**src/rtl/sopaf_pkg.sv**
```systemverilog
// shared types, constants and arithmetic helpers for the second-order allpass filter
`default_nettype none

package sopaf_pkg;

  localparam int CHANNELS     = 16;
  localparam int SAMPLE_WIDTH = 24;
  localparam int COEF_WIDTH   = 24;
  localparam int COEF_FRAC    = 22;
  localparam int CHAN_WIDTH   = 4;

  localparam int CHAN_AW = (CHANNELS > 1) ? $clog2(CHANNELS) : 1;
  localparam int DIFF_W  = SAMPLE_WIDTH + 1;
  localparam int PROD_W  = COEF_WIDTH + DIFF_W;
  localparam int RND_W   = PROD_W - COEF_FRAC;
  localparam int SUM_W   = RND_W + 2;

  localparam int CFG_IDX_W  = 1;
  localparam int CFG_DATA_W = COEF_WIDTH;

  localparam logic [CFG_IDX_W-1:0] REG_COEF_FIRST  = 1'd0;
  localparam logic [CFG_IDX_W-1:0] REG_COEF_SECOND = 1'd1;

  localparam int OUT_AW    = 2;
  localparam int OUT_DEPTH = 2 ** OUT_AW;
  localparam int OUT_CNT_W = OUT_AW + 1;

  typedef logic signed [SAMPLE_WIDTH-1:0] sample_t;
  typedef logic signed [COEF_WIDTH-1:0]   coef_t;
  typedef logic signed [DIFF_W-1:0]       diff_t;
  typedef logic signed [PROD_W-1:0]       prod_t;
  typedef logic signed [RND_W-1:0]        rnd_t;
  typedef logic signed [SUM_W-1:0]        sum_t;
  typedef logic [CHAN_WIDTH-1:0]          chan_t;
  typedef logic [CHAN_AW-1:0]             chan_addr_t;

  typedef struct packed {
    sample_t x1;
    sample_t x2;
    sample_t y1;
    sample_t y2;
  } chan_state_t;

  typedef struct packed {
    sample_t sample;
    chan_t   ch;
  } out_item_t;

  localparam sum_t SUM_MAX = sum_t'((64'sd1 <<< (SAMPLE_WIDTH - 1)) - 64'sd1);
  localparam sum_t SUM_MIN = sum_t'(-(64'sd1 <<< (SAMPLE_WIDTH - 1)));

  // add half an lsb, then floor shift
  function automatic rnd_t round_prod(prod_t p);
    prod_t t;
    t = p + (prod_t'(1) <<< (COEF_FRAC - 1));
    return rnd_t'(t >>> COEF_FRAC);
  endfunction

  function automatic sample_t sat_sample(sum_t v);
    sample_t r;
    if (v > SUM_MAX) begin
      r = sample_t'(SUM_MAX);
    end else if (v < SUM_MIN) begin
      r = sample_t'(SUM_MIN);
    end else begin
      r = sample_t'(v);
    end
    return r;
  endfunction

endpackage

`default_nettype wire

```
**src/rtl/second_order_allpass_filter.sv**
```systemverilog
// multichannel second-order allpass filter with per-channel state memory
// an accepted item passes stages 1, 2 and 3 and the result queue before out_valid
// a new item stalls while one is in stage 1, as stages 1 and 2 share one multiplier
// a 4-entry result queue lets items be accepted while results wait on out_stall
// reset (synchronous, rst_n low) zeros coefficients and clears every channel's state
// via per-channel valid bits, so the block accepts items right after reset
`default_nettype none

module second_order_allpass_filter (
  input  wire                                 clk,
  input  wire                                 rst_n,
  input  wire                                 cfg_wr_en,
  input  wire  [sopaf_pkg::CFG_IDX_W-1:0]     cfg_index,
  input  wire  [sopaf_pkg::CFG_DATA_W-1:0]    cfg_data,
  input  wire                                 in_valid,
  output logic                                in_stall,
  input  wire  sopaf_pkg::sample_t            in_sample_in,
  input  wire  sopaf_pkg::chan_t              in_channel_in,
  output logic                                out_valid,
  input  wire                                 out_stall,
  output sopaf_pkg::sample_t                  out_sample_out,
  output sopaf_pkg::chan_t                    out_channel_out
);

  // configuration
  sopaf_pkg::coef_t coef_first_r;
  sopaf_pkg::coef_t coef_second_r;

  always_ff @(posedge clk) begin
    if (!rst_n) begin
      coef_first_r  <= '0;
      coef_second_r <= '0;
    end else if (cfg_wr_en) begin
      unique case (cfg_index)
        sopaf_pkg::REG_COEF_FIRST:  coef_first_r  <= sopaf_pkg::coef_t'(cfg_data);
        sopaf_pkg::REG_COEF_SECOND: coef_second_r <= sopaf_pkg::coef_t'(cfg_data);
      endcase
    end
  end

  // pipeline valids and result queue count
  logic                              v1_r, v2_r, v3_r;
  logic [sopaf_pkg::OUT_CNT_W-1:0]   out_cnt_r;
  logic [sopaf_pkg::OUT_CNT_W-1:0]   used;
  logic                              in_acc;
  logic                              in_ok;

  assign used     = out_cnt_r + sopaf_pkg::OUT_CNT_W'(v1_r) + sopaf_pkg::OUT_CNT_W'(v2_r)
                  + sopaf_pkg::OUT_CNT_W'(v3_r);
  assign in_stall = v1_r | (used >= sopaf_pkg::OUT_CNT_W'(sopaf_pkg::OUT_DEPTH));
  assign in_acc   = in_valid & ~in_stall;
  assign in_ok    = int'(in_channel_in) < sopaf_pkg::CHANNELS;

  // state memory with per-entry valid bits
  sopaf_pkg::chan_state_t   st_mem [sopaf_pkg::CHANNELS];
  logic [sopaf_pkg::CHANNELS-1:0] ent_vld_r;
  sopaf_pkg::chan_state_t   rd_word_r;
  logic                     rd_vld_r;
  sopaf_pkg::chan_addr_t    rd_addr;
  sopaf_pkg::chan_addr_t    wr_addr;
  logic                     wr_en;
  sopaf_pkg::chan_state_t   wr_word;

  assign rd_addr = sopaf_pkg::CHAN_AW'(in_channel_in);

  always_ff @(posedge clk) begin
    rd_word_r <= st_mem[rd_addr];
    rd_vld_r  <= ent_vld_r[rd_addr];
    if (wr_en) begin
      st_mem[wr_addr] <= wr_word;
    end
  end

  always_ff @(posedge clk) begin
    if (!rst_n) begin
      ent_vld_r <= '0;
    end else if (wr_en) begin
      ent_vld_r[wr_addr] <= 1'b1;
    end
  end

  // stage 1: resolve state, first product c2*(x - y2)
  sopaf_pkg::sample_t       s1_x_r;
  sopaf_pkg::chan_t         s1_ch_r;
  logic                     s1_ok_r;

  always_ff @(posedge clk) begin
    if (in_acc) begin
      s1_x_r  <= in_sample_in;
      s1_ch_r <= in_channel_in;
      s1_ok_r <= in_ok;
    end
  end

  // stage 3 and writeback record declarations used by forwarding
  sopaf_pkg::sample_t       s3_x_r, s3_x1_r, s3_x2_r, s3_y1_r;
  sopaf_pkg::chan_t         s3_ch_r;
  logic                     s3_ok_r;
  sopaf_pkg::rnd_t          w2_r;
  sopaf_pkg::chan_state_t   rec_r;
  sopaf_pkg::chan_t         rec_ch_r;
  logic                     rec_vld_r;

  logic                     fwd3;
  logic                     fwdr;
  sopaf_pkg::chan_state_t   s1_st;
  sopaf_pkg::diff_t         d2;

  assign fwd3 = v3_r & s3_ok_r & (s3_ch_r == s1_ch_r);
  assign fwdr = rec_vld_r & (rec_ch_r == s1_ch_r);

  always_comb begin
    s1_st = rd_vld_r ? rd_word_r : '0;
    priority if (fwd3) begin
      s1_st.x1 = s3_x_r;
      s1_st.x2 = s3_x1_r;
      s1_st.y1 = '0;
      s1_st.y2 = s3_y1_r;
    end else if (fwdr) begin
      s1_st = rec_r;
    end
  end

  assign d2 = sopaf_pkg::DIFF_W'(s1_x_r) - sopaf_pkg::DIFF_W'(s1_st.y2);

  // stage 2: second product c1*(x1 - y1)
  sopaf_pkg::sample_t       s2_x_r, s2_x1_r, s2_x2_r, s2_y1_r;
  sopaf_pkg::chan_t         s2_ch_r;
  logic                     s2_ok_r;
  logic                     s2_y1fwd_r;
  sopaf_pkg::sample_t       s2_y1;
  sopaf_pkg::diff_t         d1;

  always_ff @(posedge clk) begin
    if (v1_r) begin
      s2_x_r     <= s1_x_r;
      s2_ch_r    <= s1_ch_r;
      s2_ok_r    <= s1_ok_r;
      s2_x1_r    <= s1_st.x1;
      s2_x2_r    <= s1_st.x2;
      s2_y1_r    <= s1_st.y1;
      s2_y1fwd_r <= fwd3;
    end
  end

  // previous item's fresh output is in the record once this item reaches stage 2
  assign s2_y1 = s2_y1fwd_r ? rec_r.y1 : s2_y1_r;
  assign d1    = sopaf_pkg::DIFF_W'(s2_x1_r) - sopaf_pkg::DIFF_W'(s2_y1);

  // shared multiplier
  sopaf_pkg::coef_t mul_a;
  sopaf_pkg::diff_t mul_b;
  sopaf_pkg::prod_t prod_r;

  assign mul_a = v2_r ? coef_first_r : coef_second_r;
  assign mul_b = v2_r ? d1 : d2;

  always_ff @(posedge clk) begin
    prod_r <= sopaf_pkg::PROD_W'(mul_a) * sopaf_pkg::PROD_W'(mul_b);
  end

  // stage 3: sum, saturate, write back
  always_ff @(posedge clk) begin
    if (v2_r) begin
      s3_x_r  <= s2_x_r;
      s3_ch_r <= s2_ch_r;
      s3_ok_r <= s2_ok_r;
      s3_x1_r <= s2_x1_r;
      s3_x2_r <= s2_x2_r;
      s3_y1_r <= s2_y1;
      w2_r    <= sopaf_pkg::round_prod(prod_r);
    end
  end

  sopaf_pkg::rnd_t    w1;
  sopaf_pkg::sum_t    acc;
  sopaf_pkg::sample_t y_sat;
  sopaf_pkg::sample_t y_res;

  assign w1    = sopaf_pkg::round_prod(prod_r);
  assign acc   = sopaf_pkg::SUM_W'(w1) + sopaf_pkg::SUM_W'(w2_r)
               + sopaf_pkg::SUM_W'(s3_x2_r);
  assign y_sat = sopaf_pkg::sat_sample(acc);
  assign y_res = s3_ok_r ? y_sat : '0;

  assign wr_en   = v3_r & s3_ok_r;
  assign wr_addr = sopaf_pkg::CHAN_AW'(s3_ch_r);

  always_comb begin
    wr_word.x1 = s3_x_r;
    wr_word.x2 = s3_x1_r;
    wr_word.y1 = y_sat;
    wr_word.y2 = s3_y1_r;
  end

  always_ff @(posedge clk) begin
    if (wr_en) begin
      rec_r    <= wr_word;
      rec_ch_r <= s3_ch_r;
    end
  end

  always_ff @(posedge clk) begin
    if (!rst_n) begin
      rec_vld_r <= 1'b0;
    end else if (wr_en) begin
      rec_vld_r <= 1'b1;
    end
  end

  always_ff @(posedge clk) begin
    if (!rst_n) begin
      v1_r <= 1'b0;
      v2_r <= 1'b0;
      v3_r <= 1'b0;
    end else begin
      v1_r <= in_acc;
      v2_r <= v1_r;
      v3_r <= v2_r;
    end
  end

  // result queue
  sopaf_pkg::out_item_t            q_mem [sopaf_pkg::OUT_DEPTH];
  logic [sopaf_pkg::OUT_AW-1:0]    q_wr_ptr_r;
  logic [sopaf_pkg::OUT_AW-1:0]    q_rd_ptr_r;
  logic                            q_push;
  logic                            q_pop;
  sopaf_pkg::out_item_t            q_head;

  assign q_push = v3_r;
  assign q_pop  = out_valid & ~out_stall;

  always_ff @(posedge clk) begin
    if (q_push) begin
      q_mem[q_wr_ptr_r] <= '{sample: y_res, ch: s3_ch_r};
    end
  end

  always_ff @(posedge clk) begin
    if (!rst_n) begin
      q_wr_ptr_r <= '0;
      q_rd_ptr_r <= '0;
      out_cnt_r  <= '0;
    end else begin
      if (q_push) begin
        q_wr_ptr_r <= q_wr_ptr_r + sopaf_pkg::OUT_AW'(1);
      end
      if (q_pop) begin
        q_rd_ptr_r <= q_rd_ptr_r + sopaf_pkg::OUT_AW'(1);
      end
      unique case ({q_push, q_pop})
        2'b10:   out_cnt_r <= out_cnt_r + sopaf_pkg::OUT_CNT_W'(1);
        2'b01:   out_cnt_r <= out_cnt_r - sopaf_pkg::OUT_CNT_W'(1);
        default: out_cnt_r <= out_cnt_r;
      endcase
    end
  end

  assign q_head          = q_mem[q_rd_ptr_r];
  assign out_valid       = out_cnt_r != '0;
  assign out_sample_out  = q_head.sample;
  assign out_channel_out = q_head.ch;

  // checks
  a_mul_shared: assert property (@(posedge clk) disable iff (!rst_n)
    !(v1_r && v2_r))
    else $error("multiplier claimed by two stages");

  a_pipe_flow: assert property (@(posedge clk) disable iff (!rst_n)
    v1_r |=> v2_r ##1 v3_r)
    else $error("item dropped inside pipeline");

  a_queue_room: assert property (@(posedge clk) disable iff (!rst_n)
    !(q_push && out_cnt_r == sopaf_pkg::OUT_CNT_W'(sopaf_pkg::OUT_DEPTH)))
    else $error("result queue overflow");

  a_record: assert property (@(posedge clk) disable iff (!rst_n)
    wr_en |=> (rec_vld_r && rec_ch_r == $past(s3_ch_r)))
    else $error("writeback record not updated");

endmodule

`default_nettype wire
```
**config.mk**
```make
export PLATFORM = sky130hd
export DESIGN_NAME = second_order_allpass_filter
export DESIGN_NICKNAME = d
export VERILOG_FILES = /design/src/rtl/sopaf_pkg.sv /design/src/rtl/second_order_allpass_filter.sv
export SDC_FILE = /design/constraint.sdc
export NUM_CORES = 2
export LEC_CHECK = 0
export BUFFER_PORTS_ARGS = -buffer_cell sky130_fd_sc_hd__clkbuf_2
export CORE_UTILIZATION = 65
export DETAILED_ROUTE_END_ITERATION = 8
export PLACE_DENSITY = 0.84
export SLEW_MARGIN = 10
export SYNTH_ARGS = -nofsm -noshare
export SYNTH_HDL_FRONTEND = slang
export SYNTH_SLANG_ARGS = --single-unit
```
**constraint.sdc**
```tcl
create_clock -name clk -period 30.2 [get_ports clk]
set_input_delay 3.02 -clock clk [delete_from_list [all_inputs] [get_ports clk]]
set_output_delay 3.02 -clock clk [all_outputs]
set_load 0.05 [all_outputs]
```
==> results.cfg <==
[synthesis]
ys_seq_elements = 2206
ys_async_sr_fraction_pct = 0
yosysTopAreaCellShare_pct = 56.4
ys_top_cells_by_count = edfxtp_1 (2004), inv_1 (797), fa_1 (653), nand2_1 (539), mux4_2 (513)
postSynthCellCount = 6686
synth_ff_type = edfxtp_1
synth_top_cell_by_area = edfxtp_1
synth.top_cells.by_area = edfxtp_1 (56%), fa_1 (12%), mux4_2 (11%)
syn_area_um2 = 107000
avgSynthCellArea_um2 = 15.9
synth-seq-area-share_pct = 60.2
synth_edf_count = 2004
ys_warn_count = 0
yosysUniqueCellTypes = 76
synth_most_common_cell = edfxtp_1
synth_nets = 7618

[global_routing]
grt_pass1_wl_mm = 448
antenna_found_initial = 21
grt_max_degree = 187
overflow = 0
grt_pass1_vias = 65916
track_usage_pct = 38.5

[sta]
rsz0062_at_grt = false
min_period_ns = 12.42
holdWs_ns = 0.416
worst_slew_pin_slew_ns = 1.42
hold_viol = 0
finalCritPeriodShare_pct = 41.1
setup_viol = 0
fmax_mhz = 80.5
slew_headroom_pct = 5.30
setup_tns_ns = 0
final-max-slew-violation-count = 0
clock_skew_ns = 0.0518

[status]
outcome = finished with violations
violations = design-rule violations

[cells_and_area]
final_nets = 7750
area_growth_syn_to_layout_pct = 9.35
drive_gt1_share_pct = 15.7

[clock_tree]
clk_latency_ns = 0.88
cts_tree = built
htree_levels = 4
clockRootBuffer = clkbuf_16
cts_resized = 0
cts_buffer_depth = 3
cts_sinks = 2206
clk_pin_slew_ns = 0.07
holdBufCountCts = 0
cts_setup_buffers = 0
cts_inserted_buffers = 199

[critical_path]
cp.required_ns = 30.95
rrSetupSlack_ns = 17.78
worst-r2r-cell-count = 42
worstSetupPathType = reg2reg
critical_path.endpoint = prod_r[43]
path_common_cell = fa_1
reg2reg_from = q_push
r2r-end = prod_r[43]
cpMaxStageDelayCell = dfxtp_4
cpPeakStageDelay_ns = 0.86
end_kind = register
crit_path_max_fanout = 62
crit_start = q_push
startpoint_type = register
cp_data_arrival_time_ns = 13.17

[power]
ir_worst_vdd_mv = 0.111
powerDensity_nw_per_um2 = 78.0
power_leakage_nw = 42.6

[floorplan]
rows = 148
die_area_um2 = 166000
io_pins = 88
initial_core_util_pct = 65.5
fp.dieW_um = 407
die_y_um = 407
core_area_um2 = 163000

[detailed_routing]
final_antenna_net_count = 0
drt_wl_total_mm = 313
avgViaCountPerCell = 6.99
drtIter0Drc = 10411
first_pass_iters = 9
wl_per_cell_um = 34.1
num_vias = 64165
post-route-drc-count = 21

[placed_design]
place_hpwl_mm = 178
gp_congestion = 0.988
io_buffers = 87

[job]
maxCapViolations = 0

[worst_hold_path]
min_path_type = reg2reg
-- kinds of logic after synthesis --
kind of cell	count (synthesis)	share of synthesized area (%)
AO/OA/AOI/OAI	646	3.88
XOR/XNOR	147	1.21
adder cells (fa/ha/maj)	874	14.9
buffers and inverters	1090	3.87
flip-flops	2206	60.2
multiplexers	560	11.3
AND/OR/NAND/NOR	1163	4.68
-- how the worst min path moves through the flow --
stage                   to  cells after the start   startpoint  slack, ns
2_1_floorplan   s3_ch_r[0]                      0   s2_ch_r[0]       0.40
3_3_place_gp    s3_ch_r[0]                      0   s2_ch_r[0]       0.40
3_5_place_dp    s3_x2_r[8]                      0   s2_x2_r[8]       0.40
4_1_cts        s3_x2_r[23]                      0  s2_x2_r[23]       0.38
5_1_grt        s3_x2_r[23]                      0  s2_x2_r[23]       0.42
6_report        s3_x_r[22]                      0   s2_x_r[22]       0.42
-- layer usage --
metal  vias up  part of all wire (%)  GRT usage [%]
li1      24343                     -              -
met3      1520                    14           11.3
met2      6132                    47           60.9
met1     32156                    31           47.3
met5         -                 0.034              0
met4        14                   7.5           23.3
-- area by class of cell --
cell class / instances / area, um^2
timing repair buffer: 224 / 1530
multi-input combinational: 3390 / 38500
antenna: 10 / 25.0
tap: 2175 / 2720
inverter: 797 / 2990
fill: 9159 / 46200
clock buffer: 277 / 5540
sequential: 2206 / 64200
clock inverter: 97 / 1090
-- critical path: cells and delay by family, from the launching register on --
| kind | cells | cell delay [ns] |
|---|---|---|
| AO/OA/AOI/OAI | 17 | 3.97 |
| buffers and inverters | 8 | 1.64 |
| XOR/XNOR | 1 | 0.15 |
| adder cells (fa/ha/maj) | 10 | 4.42 |
| flip-flops | 1 | 0.86 |
| AND/OR/NAND/NOR | 6 | 1.14 |
-- per-stage QoR --
stage	utilization, %	setup slack, ns	instances	power [W]	area, um^2
5_1_grt	71.6	17.22	9170	0.00935	117000
4_1_cts	71.6	18.01	9165	0.00901	117000
3_3_place_gp	67.5	18.63	8791	0.00629	110000
3_5_place_dp	67.5	18.29	8791	0.00639	110000
2_1_floorplan	-	17.32	6686	0.00545	107000
6_report	71.6	17.78	9176	0.00909	117000
-- report_power, final --
group | internal [W] | leakage (nW) | switching [W]
logic | 0.000823 | 19.7 | 0.00178
clock network | 0.00142 | 3.22 | 0.00120
registers | 0.00378 | 19.7 | 0.0000881
-- placed cells by master, fill, tap and decap left out, types with 15 or more instances in the layout --
cell type  synthesis  layout
nand2_1          539     539
a21boi_0          52      52
ha_1             221     221
and3_1            60      59
a21o_1            49      49
mux2i_1           36      32
nand2b_1          25      25
nor3_1            23      18
dfxtp_1          202     197
clkinv_1           0      27
xnor2_1           92      90
edfxtp_1        2004    2004
inv_1            797     797
a21oi_1          195     194
clkbuf_2           4      83
bufinv_16          0      15
a22oi_1           22      22
clkbuf_8           0      23
and2_1            46      45
mux4_2           513     513
a22o_1            24      24
o21ai_1           42      50
clkbuf_16          0     201
nor2_1           342     329
xor2_1            55      55
nand3_1           69      68
nor2b_1           18      17
clkbuf_1         223      54
buf_4              0     135
fa_1             653     653
clkinv_2           0      29
o21a_1            54      54
o21ai_0          107      96
-- flip-flops by register name (all words and copies together) (netlist names), 24 cells and up, named ones only --
register and cells:
s3_y1_r 24, rec_r 96, s3_x2_r 24, coef_first_r 24
s2_x1_r 24, s3_x_r 24, s1_x_r 24, s2_x2_r 24
s2_y1_r 24, q_mem 112, s2_x_r 24, prod_r 28
st_mem 1536, s3_x1_r 24, coef_second_r 24, rd_word_r 96
w2_r 27
(Power assumes the default switching activity.)
